<file path="config.mk">
export PLATFORM = sky130hd
export DESIGN_NAME = cbmf_csr
export DESIGN_NICKNAME = d
export VERILOG_FILES = /design/src/sv/cbmf_pkg.sv /design/src/sv/cbmf_csr.sv
export SDC_FILE = /design/constraint.sdc
export NUM_CORES = 1
export LEC_CHECK = 0
export BUFFER_PORTS_ARGS = -buffer_cell sky130_fd_sc_hd__buf_4
export CAP_MARGIN = 30
export CORE_ASPECT_RATIO = 1.25
export CORE_MARGIN = 3
export CORE_UTILIZATION = 43
export CTS_BUF_LIST = sky130_fd_sc_hd__clkbuf_4
export CTS_CLUSTER_SIZE = 30
export DETAILED_ROUTE_END_ITERATION = 10
export MAX_ROUTING_LAYER = met4
export PLACE_DENSITY_LB_ADDON = 0.25
export SLEW_MARGIN = 5
export SYNTH_ARGS = -nofsm -noshare
export SYNTH_HDL_FRONTEND = slang
export SYNTH_SLANG_ARGS = --single-unit
</file>
<file path="constraint.sdc">
create_clock -name clock -period 1.77 [get_ports clock]
set_clock_uncertainty 0.05 [all_clocks]
set_input_delay 0.354 -clock clock [delete_from_list [all_inputs] [get_ports clock]]
set_output_delay 0.354 -clock clock [all_outputs]
set_load 0.05 [all_outputs]
</file>
<file path="src/sv/cbmf_pkg.sv">
`default_nettype none
// ----------------------------------------------------------------------------
// cbmf_pkg
// Shared constants and helpers for the complex binary matched filter.
// ----------------------------------------------------------------------------
package cbmf_pkg;

   // Width of one result component and of a code mask register.
   localparam int OUT_W      = 23;
   localparam int MASK_W     = 32;
   localparam int CSR_DATA_W = 32;
   localparam int CSR_ADDR_W = 3;

   // Taps folded into one partial sum, and partial sums folded per tree level.
   localparam int TAP_GROUP = 4;
   localparam int SUM_FAN   = 8;

   // Register indexes, taken from paddr bit 2.
   localparam logic REG_I_CODE = 1'b0;
   localparam logic REG_Q_CODE = 1'b1;

   localparam logic [MASK_W-1:0] I_CODE_RESET = 32'hE307_A73A;
   localparam logic [MASK_W-1:0] Q_CODE_RESET = 32'h285A_57AB;

   // Taps past the end of the mask always use a coefficient of plus one.
   function automatic logic code_negative(input logic [MASK_W-1:0] mask, input int k);
      logic neg;
      if (k < MASK_W) begin
         neg = mask[k[4:0]];
      end else begin
         neg = 1'b0;
      end
      return neg;
   endfunction

endpackage
`default_nettype wire

</file>
<file path="src/sv/cbmf_csr.sv">
`default_nettype none
// ----------------------------------------------------------------------------
// cbmf_csr
// Register file for the two code sign masks behind a simple APB-style port.
// ----------------------------------------------------------------------------
module cbmf_csr (
   input  wire logic                             clock,
   input  wire logic                             reset,
   input  wire logic                             csr_psel,
   input  wire logic                             csr_penable,
   input  wire logic                             csr_pwrite,
   input  wire logic [cbmf_pkg::CSR_ADDR_W-1:0]  csr_paddr,
   input  wire logic [cbmf_pkg::CSR_DATA_W-1:0]  csr_pwdata,
   output logic      [cbmf_pkg::CSR_DATA_W-1:0]  csr_prdata,
   output logic                                  csr_pready,
   output logic      [cbmf_pkg::MASK_W-1:0]      i_mask,
   output logic      [cbmf_pkg::MASK_W-1:0]      q_mask
);
   import cbmf_pkg::*;

   logic [MASK_W-1:0] i_mask_ff;
   logic [MASK_W-1:0] q_mask_ff;
   logic              wr_en;
   logic              reg_sel;

   assign csr_pready = 1'b1;
   assign wr_en      = csr_psel & csr_penable & csr_pwrite;
   assign reg_sel    = csr_paddr[2];

   always_ff @(posedge clock) begin
      if (reset) begin
         i_mask_ff <= I_CODE_RESET;
         q_mask_ff <= Q_CODE_RESET;
      end else if (wr_en) begin
         unique case (reg_sel)
            REG_I_CODE: i_mask_ff <= csr_pwdata;
            REG_Q_CODE: q_mask_ff <= csr_pwdata;
            default:    i_mask_ff <= i_mask_ff;
         endcase
      end
   end

   always_comb begin
      unique case (reg_sel)
         REG_I_CODE: csr_prdata = i_mask_ff;
         REG_Q_CODE: csr_prdata = q_mask_ff;
         default:    csr_prdata = '0;
      endcase
   end

   assign i_mask = i_mask_ff;
   assign q_mask = q_mask_ff;

endmodule
`default_nettype wire

</file>
==> metrics.csv <==
metric,value,unit
Tcrit/Tclk final,91.4,%
DR pass1 iterations,4,
clk root buf,clkbuf_4,
CP endpoint kind,output pin,
Pleak,1.88,nW
Achievable Freq,618,MHz
DRC viols,0,
syn_nets,343,
post-synth top area cell,dfxtp_1,
CP arrival,1.21,ns
Non-Filler Instances,524,
area of the core,6690,sq um
post-layout util,64.3,%
CP required,1.37,ns
mean area per synthesized cell,9.95,sq um
total wire length,7400,um
vias in the first global route,2543,
Yosys cell types,15,
r2r startpoint,i_mask[27],
post-synthesis cell count,303,
status,finished clean,
Cell Rows,33,
clk buf depth,2,
most frequent cells in the layout,"137 x buf_4, 64 x mux2i_1, 64 x dfxtp_1",
DR WL/cell,14.1,um
Post-CTS Hold Buffers,0,
pin count of the biggest net entering global routing,51,
TNS Setup,0,ns
Final setup viols,0,
Die Height,99.6,um
Placer Congestion,0.745,
total track usage,19.6,%
synthesized area,3020,sq um
share of layout cells above drive strength 1,43.7,%
Seq cells post-synth,64,
initial core utilization,45.1,%
via count,2542,
Area growth syn-to-layout,42.6,%
unrepaired setup endpoints after global routing,no,
worst min-delay path class,in2reg,
die area,8060,sq um
initial DRC count,75,
number of max-cap violations,0,
CTS resizes,0,
Reg2Reg Setup Slack,1.05,ns
routed vias/inst,4.85,
Detail Route Antenna Nets,0,
first-pass GRT wire length,11800,um
Area contributors post-synth,"dfxtp_1 42%, mux2i_1 21%, mux2_2 12%, nand2b_1 11%, nor2_1 7.2%",
CTS buffer count,9,
Max Transition Viols Final,0,
CP Class,reg2out,
top cell type's share of synthesized area,42.5,%
initial antenna violation count,0,
Final Power,3.28,mW
Final min period,1.62,ns
die extent in x,80.9,um
clock latency on the worst-skew pair,0.40,ns
Num Clock Sinks,64,
CP Launch Type,register,
GRT overflow,0,
FF-to-FF path depth,2,
crit path launch,i_mask[17],
"Hold Vio Cnt, Final",0,
number of diodes,0,
Placed Instances,508,
I/O Pins,137,
Post-CTS Setup Inserts,0,
worst reg2reg endpoint,i_mask[27],
"CTS clk-pin slew, worst paths",0.11,ns
CTS HTree Levels,3,
Crit Path Max Fanout,3,
CTS tree,done,
"most common cell after layout, fill and taps aside",buf_4,
Peak supply drop,0.364,mV
I/O Buffers,133,
pwr/cell area,762,nW/um^2
Synth Warn #,0,
dpl hpwl,5490,um
Worst Setup EP,csr_prdata[17],
nets,472,
sequential area share after synthesis,42.5,%
kinds of logic (layout without fill, tap and decap cells):
family,after synthesis,count (layout),share of synthesized area [%]
DFF,64,64,42.5
and+or+nand+nor,117,117,19.8
buffers and inverters,25,159,4.44
other,1,1,0.124
muxes,96,96,33.2
per-stage QoR:
stage	setup WS (ns)	instance area, sq um	hold WS [ns]
2_1_floorplan	0.215	3020	0.459
3_3_place_gp	0.203	4140	0.420
3_5_place_dp	0.182	4140	0.431
4_1_cts	0.124	4300	0.135
5_1_grt	0.0999	4300	0.142
6_report	0.153	4300	0.153
worst min path at each step:
stage / start / to / slack [ns] / depth (start not counted)
after floorplan: csr_pwdata[0] / i_mask[0] / 0.46 / 2
after global placement: q_mask[30] / q_mask[30] / 0.42 / 2
after detailed placement: q_mask[31] / q_mask[31] / 0.43 / 2
after CTS: csr_pwdata[17] / i_mask[17] / 0.14 / 3
after global routing: csr_pwdata[3] / q_mask[3] / 0.14 / 3
final: csr_pwdata[29] / i_mask[29] / 0.15 / 3
critical path: stages (launching register included):
cell and delay [ns]:
dfxtp_1 0.35, mux2_2 0.26, buf_4 0.19
state kept, by name, summed over array words and instances, names as in the netlist:
signal,cells
i_mask,32
q_mask,32
synth_stat cells:
cell type and instances:
nand4_1 1, and4b_1 1, nor2_1 58, mux2_2 32, mux2i_1 64, dfxtp_1 64
nand2b_1 55, clkbuf_1 12, nand4b_1 1, buf_2 8, buf_6 1, buf_4 3
buf_8 1, conb_1 1, and4_1 1
cell type report:
class                           instances  area, sq um
Clock inverter                          4         68.8
Clock buffer                           12         90.1
Multi-Input combinational cell        214         1600
Sequential cell                        64         1280
Fill cell                             581         2390
Timing Repair Buffer                  143         1150
Tap cell                               87          109
per-layer routing:
layer  track usage, %  share of wire (%)  up-vias
met2             34.5                 54       73
li1                 -                  -     1268
met1             20.9                 39     1192
met3             3.89                5.9        9
met4             8.71                1.6        0
met5                -                  0        -
report_power, final:
part           internal [mW]  switching [mW]
clock                  0.616           0.502
combinational          0.260           0.401
sequential              1.47          0.0246
Power figures use the tool's default switching activity.
