<file path="config.mk">
export PLATFORM = sky130hd
export DESIGN_NAME = cbmf_delay_line
export DESIGN_NICKNAME = d
export VERILOG_FILES = /design/src/sv/cbmf_pkg.sv /design/src/sv/cbmf_delay_line.sv
export SDC_FILE = /design/constraint.sdc
export NUM_CORES = 1
export LEC_CHECK = 0
export BUFFER_PORTS_ARGS = -buffer_cell sky130_fd_sc_hd__buf_2
export CAP_MARGIN = 10
export CORE_ASPECT_RATIO = 0.7
export CORE_UTILIZATION = 35
export CTS_BUF_LIST = sky130_fd_sc_hd__clkbuf_2
export DETAILED_ROUTE_END_ITERATION = 10
export HOLD_SLACK_MARGIN = 0.08
export PLACE_DENSITY = 0.67
export RECOVER_POWER = 100
export SETUP_SLACK_MARGIN = 0.15
export SLEW_MARGIN = 25
export SYNTH_ARGS = -nofsm -noshare
export SYNTH_HDL_FRONTEND = slang
export SYNTH_SLANG_ARGS = --single-unit
</file>
<file path="constraint.sdc">
create_clock -name clock -period 1.7 [get_ports clock]
set_clock_uncertainty 0.05 [all_clocks]
set_input_delay 0.34 -clock clock [delete_from_list [all_inputs] [get_ports clock]]
set_output_delay 0.34 -clock clock [all_outputs]
set_load 0.01 [all_outputs]
</file>
<file path="src/sv/cbmf_pkg.sv">
`default_nettype none
// ----------------------------------------------------------------------------
// cbmf_pkg
// Shared constants and helpers for the complex binary matched filter.
// ----------------------------------------------------------------------------
package cbmf_pkg;

   // Width of one result component and of a code mask register.
   localparam int OUT_W      = 23;
   localparam int MASK_W     = 32;
   localparam int CSR_DATA_W = 32;
   localparam int CSR_ADDR_W = 3;

   // Taps folded into one partial sum, and partial sums folded per tree level.
   localparam int TAP_GROUP = 4;
   localparam int SUM_FAN   = 8;

   // Register indexes, taken from paddr bit 2.
   localparam logic REG_I_CODE = 1'b0;
   localparam logic REG_Q_CODE = 1'b1;

   localparam logic [MASK_W-1:0] I_CODE_RESET = 32'hE307_A73A;
   localparam logic [MASK_W-1:0] Q_CODE_RESET = 32'h285A_57AB;

   // Taps past the end of the mask always use a coefficient of plus one.
   function automatic logic code_negative(input logic [MASK_W-1:0] mask, input int k);
      logic neg;
      if (k < MASK_W) begin
         neg = mask[k[4:0]];
      end else begin
         neg = 1'b0;
      end
      return neg;
   endfunction

endpackage
`default_nettype wire

</file>
<file path="src/sv/cbmf_delay_line.sv">
`default_nettype none
// ----------------------------------------------------------------------------
// cbmf_delay_line
// Shift register of samples; the newest sample sits at tap 0.
// ----------------------------------------------------------------------------
module cbmf_delay_line #(
   parameter int TAPS        = 32,
   parameter int SAMPLE_BITS = 16
) (
   input  wire logic                          clock,
   input  wire logic                          reset,
   input  wire logic                          shift_en,
   input  wire logic [SAMPLE_BITS-1:0]        sample,
   output logic signed [SAMPLE_BITS-1:0]      taps [TAPS]
);
   import cbmf_pkg::*;

   logic signed [SAMPLE_BITS-1:0] taps_ff [TAPS];
   logic signed [SAMPLE_BITS-1:0] taps_in [TAPS];

   always_comb begin
      taps_in[0] = sample;
      for (int k = 1; k < TAPS; k++) begin
         taps_in[k] = taps_ff[k-1];
      end
   end

   always_ff @(posedge clock) begin
      if (reset) begin
         for (int k = 0; k < TAPS; k++) begin
            taps_ff[k] <= '0;
         end
      end else if (shift_en) begin
         taps_ff <= taps_in;
      end
   end

   assign taps = taps_ff;

endmodule
`default_nettype wire

</file>
==> flow_summary.ini <==
[yosys]
yosys_register_bits = 512
syn-num-nets = 1669
synth_edf_count = 0
synth_cells = 1650
mappedNetlistArea_mm2 = 0.0185
seq_area_frac_synth = 0.553
ys_warn_count = 0
synth_top_area_share = 0.553
synth_top_area_cell = dfxtp_1
ys_async_sr_fraction = 0
ys_top_cells_by_count = 512 x dfxtp_1, 512 x mux2i_1, 512 x nor2_1
synthDistinctLibCells = 10
synth.area.top_cells = dfxtp_1 55%, mux2i_1 28%, nor2_1 10%
ys.flop_type = dfxtp_1
syn_area_per_cell_um2 = 11.2

[layout]
finish.utilization = 0.590
fill_cells = 3837
nNetsFinal = 2852
fin_cells = 3602
drive_gt1_frac = 0.616
areaGrowthSynthToFinish_pct = 66.3
largest_reg_flops = 512

[detailed_routing]
first_pass_iters = 7
avgRoutedWirePerCell_um = 20.6
wl_um = 74100
vias = 17600
drc = 0
drtIter0Drc = 924
vias_per_cell = 4.89
ant_nets = 0

[power]
power.density_mw_per_mm2 = 695
clkPwrFrac = 0.380
p_sw_mw = 6.04
power.leakage_nw = 15.6
seq_power_share = 0.558
combPwrFrac = 0.062
irDropWorstVdd_mv = 0.617
netSwitchingFraction = 0.282
p_int_mw = 15.4

[flow_run]
maxCapViolCount = 0

[setup_path]
cp.required_ns = 2.71
start_kind = input port
reg2reg_from = taps[503]$_SDFFE_PP0P_
worstSetupEndpointType = flop
rrSetupSlack_ns = 0.11
worstPathMaxFanout = 32
r2r-end = taps[503]$_SDFFE_PP0P_
crit_type = in2reg
reg2reg_depth = 4
arrival_ns = 3.34

[grt]
antenna_found_initial = 1
grt_overflow = 0
grt_pass1_wl_um = 108000
grtUsageTotal = 0.258
grt_pass1_vias = 18300
grt_max_degree = 86

[sta]
rsz0062_at_grt = yes
slew_violations = 0
timing.hold.ws_ns = 0.457
setup_tns_ns = -214.18
relSlewSlack = 0.205
final.min_clock_period_ns = 2.33
hold_viol_final = 0
fmax_ghz = 0.430
setup_viol = 886
fin_crit_sh = 1.37
setup_ws_ns = -0.626
tightest_slew_ns = 1.19

[min_path]
hold_path_end = taps[15]$_SDFFE_PP0P_
hp-class = reg2reg
min_from = taps[15]$_SDFFE_PP0P_
worst_hold_path.num_cells = 2

[placed_design]
post-place-ws_ns = 0.180
placed_cells = 2830
hpwl_um = 38300
gp_congestion = 0.927
io_buffer_count = 530

[floorplan]
initial_core_util = 0.355
num_rows = 70
core_area_mm2 = 0.0523
die_area_mm2 = 0.0539
ios = 531
die_w_um = 277
fp.dieH_um = 195

[clock_network]
clkTransAtPathRegs_ns = 0.16
clkLatencyLatePin_ns = 1.12
cts_buffers = 118
htreeDepth = 3
clk_path_buf_depth = 3
cts_root_buf = clkbuf_2
tritoncts = built
clock_sinks = 512

[status]
status = finished, violations left
violations = setup timing
layout make-up:
class / count / area, um^2 / share of cell area
diodes: 1 / 2.50 / 0.0000811
clock buffers: 171 / 856 / 0.0277
clock inverters: 33 / 175 / 0.00568
multi-input cells: 1024 / 7050 / 0.229
flip-flops and latches: 512 / 11000 / 0.358
well taps: 684 / 856 / 0.0277
repair buffers: 1177 / 10900 / 0.352
worst max path at each step:
stage	start	to	slack, ns	depth (start not counted)
2_1_floorplan	shift_en	taps[511]$_SDFFE_PP0P_	0.51	5
3_3_place_gp	shift_en	taps[366]$_SDFFE_PP0P_	0.23	5
3_5_place_dp	shift_en	taps[358]$_SDFFE_PP0P_	0.18	5
4_1_cts	taps[266]$_SDFFE_PP0P_	taps[266]	-0.55	1
5_1_grt	taps[46]$_SDFFE_PP0P_	taps[46]	-0.54	1
6_report	shift_en	taps[503]$_SDFFE_PP0P_	-0.63	6
stage by stage:
| stage | instance area, um^2 | power [mW] |
|---|---|---|
| finish | 30800 | 21.4 |
| global route | 30800 | 22.3 |
| CTS | 30700 | 21.3 |
| detailed placement | 21700 | 13.4 |
| global placement | 21700 | 13.4 |
| floorplan | 18500 | 13.3 |
cells by family (layout without fill, tap and decap cells):
group                  after synthesis  in the layout  synth area share
buffers and inverters              114           1381            0.0674
flip-flops                         512            512             0.553
multiplexers                       512            512             0.276
other                                0              1                 0
AND/OR/NAND/NOR                    512            512             0.104
power by group through the flow:
| stage | registers, mW | clock network [mW] | logic [mW] |
|---|---|---|---|
| global placement | 12.4 | 0 | 1.07 |
| finish | 12.0 | 8.14 | 1.33 |
| floorplan | 12.4 | 0 | 0.941 |
| detailed placement | 12.4 | 0 | 1.09 |
| CTS | 12.0 | 8.00 | 1.33 |
| global route | 12.0 | 8.92 | 1.39 |
what timing repair did:
action,4_1_cts,5_1_grt
resized for setup,1185,22
setup endpoints to repair,512,514
endpoints found under the hold margin,512,0
hold buffers,50,0
pin swaps,0,0
setup buffers,458,59
cell usage in the layout (no fill, tap or decap):
| master | synthesis | final |
|---|---|---|
| buf_2 | 13 | 17 |
| clkdlybuf4s25_1 | 0 | 1 |
| dfxtp_4 | 0 | 70 |
| clkbuf_4 | 0 | 8 |
| clkbuf_1 | 32 | 4 |
| dfxtp_1 | 512 | 21 |
| buf_12 | 44 | 5 |
| buf_4 | 3 | 564 |
| bufinv_16 | 0 | 1 |
| dlymetal6s4s_1 | 0 | 2 |
| inv_6 | 0 | 1 |
| nor2_2 | 0 | 1 |
| inv_2 | 0 | 1 |
| clkinv_2 | 0 | 5 |
| clkinv_1 | 0 | 22 |
| clkinv_4 | 0 | 2 |
| buf_6 | 9 | 515 |
| clkbuf_2 | 0 | 185 |
| clkinvlp_4 | 0 | 1 |
| dlygate4sd3_1 | 0 | 47 |
| diode_2 | 0 | 1 |
| mux2i_1 | 512 | 512 |
| dfxtp_2 | 0 | 421 |
| nor2_1 | 512 | 511 |
layer usage:
metal  vias to the layer above  routed length [um]  track usage
met5                         -                   0            0
met1                      8543               28500        0.291
li1                       7910                   -            -
met4                         0                4030        0.140
met2                       876               36300        0.445
met3                       273                5240       0.0678
worst max-delay path, cell delays in order:
cell and delay [ns]:
dlygate4sd3_1 0.53, clkbuf_2 0.42, clkbuf_2 0.92, mux2i_1 0.30, dlygate4sd3_1 0.64, nor2_1 0.18
Power figures use the tool's default switching activity.
