File: src/sv/cbmf_pkg.sv
`default_nettype none
// ----------------------------------------------------------------------------
// cbmf_pkg
// Shared constants and helpers for the complex binary matched filter.
// ----------------------------------------------------------------------------
package cbmf_pkg;

   // Width of one result component and of a code mask register.
   localparam int OUT_W      = 23;
   localparam int MASK_W     = 32;
   localparam int CSR_DATA_W = 32;
   localparam int CSR_ADDR_W = 3;

   // Taps folded into one partial sum, and partial sums folded per tree level.
   localparam int TAP_GROUP = 4;
   localparam int SUM_FAN   = 8;

   // Register indexes, taken from paddr bit 2.
   localparam logic REG_I_CODE = 1'b0;
   localparam logic REG_Q_CODE = 1'b1;

   localparam logic [MASK_W-1:0] I_CODE_RESET = 32'hE307_A73A;
   localparam logic [MASK_W-1:0] Q_CODE_RESET = 32'h285A_57AB;

   // Taps past the end of the mask always use a coefficient of plus one.
   function automatic logic code_negative(input logic [MASK_W-1:0] mask, input int k);
      logic neg;
      if (k < MASK_W) begin
         neg = mask[k[4:0]];
      end else begin
         neg = 1'b0;
      end
      return neg;
   endfunction

endpackage
`default_nettype wire

File: src/sv/cbmf_sum_stage.sv
`default_nettype none
// ----------------------------------------------------------------------------
// cbmf_sum_stage
// One registered level of an adder tree: folds groups of FAN signed inputs
// into one wider sum each.
// ----------------------------------------------------------------------------
module cbmf_sum_stage #(
   parameter int IN_N = 8,
   parameter int IN_W = 20,
   parameter int FAN  = 8
) (
   input  wire logic                                    clock,
   input  wire logic                                    enable,
   input  wire logic signed [IN_W-1:0]                  din  [IN_N],
   output logic signed [IN_W+$clog2(FAN)-1:0]           dout [(IN_N+FAN-1)/FAN]
);
   import cbmf_pkg::*;

   localparam int OUT_N = (IN_N + FAN - 1) / FAN;
   localparam int OUT_W = IN_W + $clog2(FAN);

   logic signed [OUT_W-1:0] sum_ff [OUT_N];
   logic signed [OUT_W-1:0] sum_in [OUT_N];

   always_comb begin
      logic signed [OUT_W-1:0] acc;
      int                      idx;
      for (int o = 0; o < OUT_N; o++) begin
         acc = '0;
         for (int f = 0; f < FAN; f++) begin
            idx = o * FAN + f;
            if (idx < IN_N) begin
               acc = acc + OUT_W'(din[idx]);
            end
         end
         sum_in[o] = acc;
      end
   end

   always_ff @(posedge clock) begin
      if (enable) begin
         sum_ff <= sum_in;
      end
   end

   assign dout = sum_ff;

endmodule
`default_nettype wire

File: config.mk
export PLATFORM = sky130hd
export DESIGN_NAME = cbmf_sum_stage
export DESIGN_NICKNAME = d
export VERILOG_FILES = /design/src/sv/cbmf_pkg.sv /design/src/sv/cbmf_sum_stage.sv
export SDC_FILE = /design/constraint.sdc
export NUM_CORES = 1
export LEC_CHECK = 0
export BUFFER_PORTS_ARGS = -buffer_cell sky130_fd_sc_hd__buf_2
export CAP_MARGIN = 10
export CORE_MARGIN = 8
export CORE_UTILIZATION = 40
export CTS_BUF_LIST = sky130_fd_sc_hd__clkbuf_2
export DETAILED_ROUTE_END_ITERATION = 8
export GPL_TIMING_DRIVEN = 0
export PLACE_DENSITY = 0.66
export SYNTH_ARGS = -nofsm -noshare
export SYNTH_HDL_FRONTEND = slang
export SYNTH_SLANG_ARGS = --single-unit
File: constraint.sdc
create_clock -name clock -period 8.8 [get_ports clock]
set_input_delay 0.44 -clock clock [delete_from_list [all_inputs] [get_ports clock]]
set_output_delay 0.44 -clock clock [all_outputs]
set_load 0.02 [all_outputs]
==> summary.md <==
| Metric | Value |
|---|---|
| Final Hold Viols | `0` |
| Power Dens Cells | `407.7 mW/mm^2` |
| Worst path arrival time | `4.29 ns` |
| Post-route clock period utilization | `47.38%` |
| # rows | `between 40 and 50` |
| Die outline width | `129.9 um` |
| Largest net degree at the start of global routing | `24` |
| Setup Buffers After CTS | `0` |
| Status | `completed` |
| Iter 0 DRT Violations | `between 80 and 90` |
| Core Footprint | `about 0.013 mm^2` |
| Register area share after synthesis | `13.32%` |
| Hold_buf cts | `0` |
| Max_cap viols | `0` |
| Worst-path clk slew | `between 0.2 and 0.25 ns` |
| Max FFs per register | `23` |
| Final wirelength | `10670 um` |
| Vias in the first global route | `around 4400` |
| Hold Crit Class | `primary input to flip-flop` |
| Final Max Slew Viols | `0` |
| GRT Overall Usage | `13.33%` |
| Non-Filler Instances | `a little under 900` |
| # IOs | `approximately 190` |
| Kind of critical path | `primary input to flip-flop` |
| Post-synth ARST share | `0%` |
| Startpoint types | `primary input` |
| EDFF count, synth | `23` |
| DRC Markers | `0` |
| WHS Endpoint | `dout[0]$_DFFE_PP_` |
| Worst Path Max Fanout | `4` |
| Initial antenna violation count | `0` |
| Resize count post-CTS | `0` |
| Full die area | `about 0.017 mm^2` |
| Post-synth top flop | `edfxtp_1` |
| CTS tree | `yes` |
| Drt via density | `around 4.3` |
| H-Tree Depth | `1` |
| Final setup TNS | `0 ns` |
| Nets | `between 1000 and 1500` |
| Seq cells post-synth | `23` |
| Wirelength per Cell | `12.22 um` |
| Synth Cell Area | `just over 0.005 mm^2` |
| Final ANT Viol Nets | `0` |
| LEAKAGE | `~3.5 nW` |
| CTS Buffer Depth | `2` |
| Final min period | `between 4 and 5 ns` |
| First-pass GRT wire length | `18710 um` |
| Worst path required time | `8.92 ns` |
| Fmax | `about 240 MHz` |
| Share of post-route cells with drive strength above 1 | `30.67%` |
| Area grow syn2layout | `22.30%` |
| Number of clock sinks | `23` |
| Synth Net Count | `821` |
| Peak VDD IR | `0.0001721 V` |
| DP Wirelength | `between 10000 and 15000 um` |
| Setup-failing EPs final | `0` |
| Critical Path End Type | `flip-flop` |
| GRT Residual Overflow | `0` |
| Placer Congestion | `~0.9` |
| Slew margin rel. | `a little over three fifths` |
| Placed Instances | `approximately 870` |
| Die height | `129.9 um` |
| ANT cells | `0` |
| Via count | `around 3800` |
| YS warnings | `0` |
| Drt pass-1 iters | `4` |
| Starting density of the core | `41.09%` |
| Unrepaired setup endpoints after global routing | `no` |
| IO Port Bufs | `184` |
| Hold path startpoint | `din[140]` |
| Worst-Margin Slew | `roughly 0.56 ns` |
| CTS Buf Count | `3` |
| Hold Path Stages | `3` |
| Cells after synthesis | `~510` |
| Root Buffer | `clkbuf_2` |
| Synth cell types | `49` |
| Total Power | `~0.0026 W` |
| Syn Area/Cell | `slightly above 10 um^2` |
kinds of logic (layout without fill, tap and decap cells):
logic type | Yosys count | in the layout | share of synthesized area, %
AND/OR/NAND/NOR | 40 | 40 | 4.802
XOR/XNOR | 20 | 20 | 3.378
adder cells (fa/ha/maj) | 146 | 146 | 53.04
AO/OA/AOI/OAI | 56 | 56 | 8.349
buffers and inverters | 228 | 416 | 17.11
flip-flops | 23 | 23 | 13.32
layout make-up:
cell class	instances	area (um^2)
buffer	6	53.80
fill	1236	6279
timing repair buffer	184	920.9
multi-input combinational	262	3607
inverter	222	833.3
sequential	23	690.7
tap	172	215.2
clock buffer	4	20.02
critical path, stage by stage:
cell and delay [ns]:
buf_2 0.07, inv_1 0.04, fa_1 0.52, inv_1 0.05, fa_1 0.50, fa_1 0.50, inv_1 0.05, fa_1 0.54
inv_1 0.06, ha_1 0.31, a211oi_1 0.37, o21ai_2 0.18, o221ai_2 0.22, a21oi_1 0.15, nor3b_2 0.19, xnor2_1 0.09
how the worst max path moves through the flow:
stage             from                  to  slack (ns)  depth (start not counted)
2_1_floorplan  din[63]  dout[15]$_DFFE_PP_        4.67                         15
5_1_grt        din[63]  dout[21]$_DFFE_PP_        4.44                         16
3_3_place_gp   din[62]  dout[18]$_DFFE_PP_        4.24                         16
4_1_cts        din[62]  dout[18]$_DFFE_PP_        4.64                         16
6_report       din[63]  dout[21]$_DFFE_PP_        4.63                         16
3_5_place_dp   din[62]  dout[18]$_DFFE_PP_        4.27                         16
layout by cell type, fill, tap and decap left out, types with 4 or more instances in the layout:
| cell | n |
|---|---|
| edfxtp_1 | 23 |
| nand3_1 | 4 |
| nor2_1 | 4 |
| inv_1 | 222 |
| xnor2_1 | 16 |
| xor2_1 | 4 |
| nand2_1 | 10 |
| o21ai_1 | 4 |
| a21oi_1 | 11 |
| buf_2 | 185 |
| ha_1 | 23 |
| fa_1 | 123 |
| clkbuf_2 | 4 |
| a21oi_2 | 4 |
| a21o_1 | 7 |
| nand3b_1 | 4 |
power breakdown:
part / internal, W / leakage [nW] / switching [W] / total [W]
Sequential: 0.000294 / 0.225 / 0.0000118 / 0.000305
Clock: 0.0000120 / 0.0166 / 0.0000344 / 0.0000464
Combinational: 0.00100 / 3.30 / 0.00123 / 0.00223
Total: 0.00131 / 3.54 / 0.00128 / 0.00259
through the flow:
| stage | area, um^2 | worst slack [ns] | utilization (%) | hold slack, ns |
|---|---|---|---|---|
| 2_1_floorplan | 5185 | 4.673 | - | 0.5525 |
| 3_3_place_gp | 6321 | 4.239 | 50.09 | 0.8455 |
| 3_5_place_dp | 6321 | 4.268 | 50.09 | 0.8681 |
| 4_1_cts | 6341 | 4.642 | 50.25 | 0.4751 |
| 5_1_grt | 6341 | 4.443 | 50.25 | 0.4851 |
| 6_report | 6341 | 4.631 | 50.25 | 0.4996 |
cell usage after synthesis (all sizes together), types with 5 or more instances:
cell	instances	area, um^2
ha	23	287.8
fa	123	2462
nor2	6	32.53
a21o	7	52.55
a21oi	15	90.08
nand3	5	30.03
o211ai	5	47.54
inv	222	833.3
edfxtp	23	690.7
buf	6	53.79
xnor2	16	140.1
nand2	11	43.80
o21ai	9	52.55
per-layer routing:
metal	track usage, %	vias up	part of all wire [%]
met5	0	-	0
met4	2.322	0	0.66
met3	2.040	4	7.9
met2	25.18	129	51
met1	15.72	1803	40
li1	-	1842	-
No activity file was read; power rests on OpenSTA's default activity.
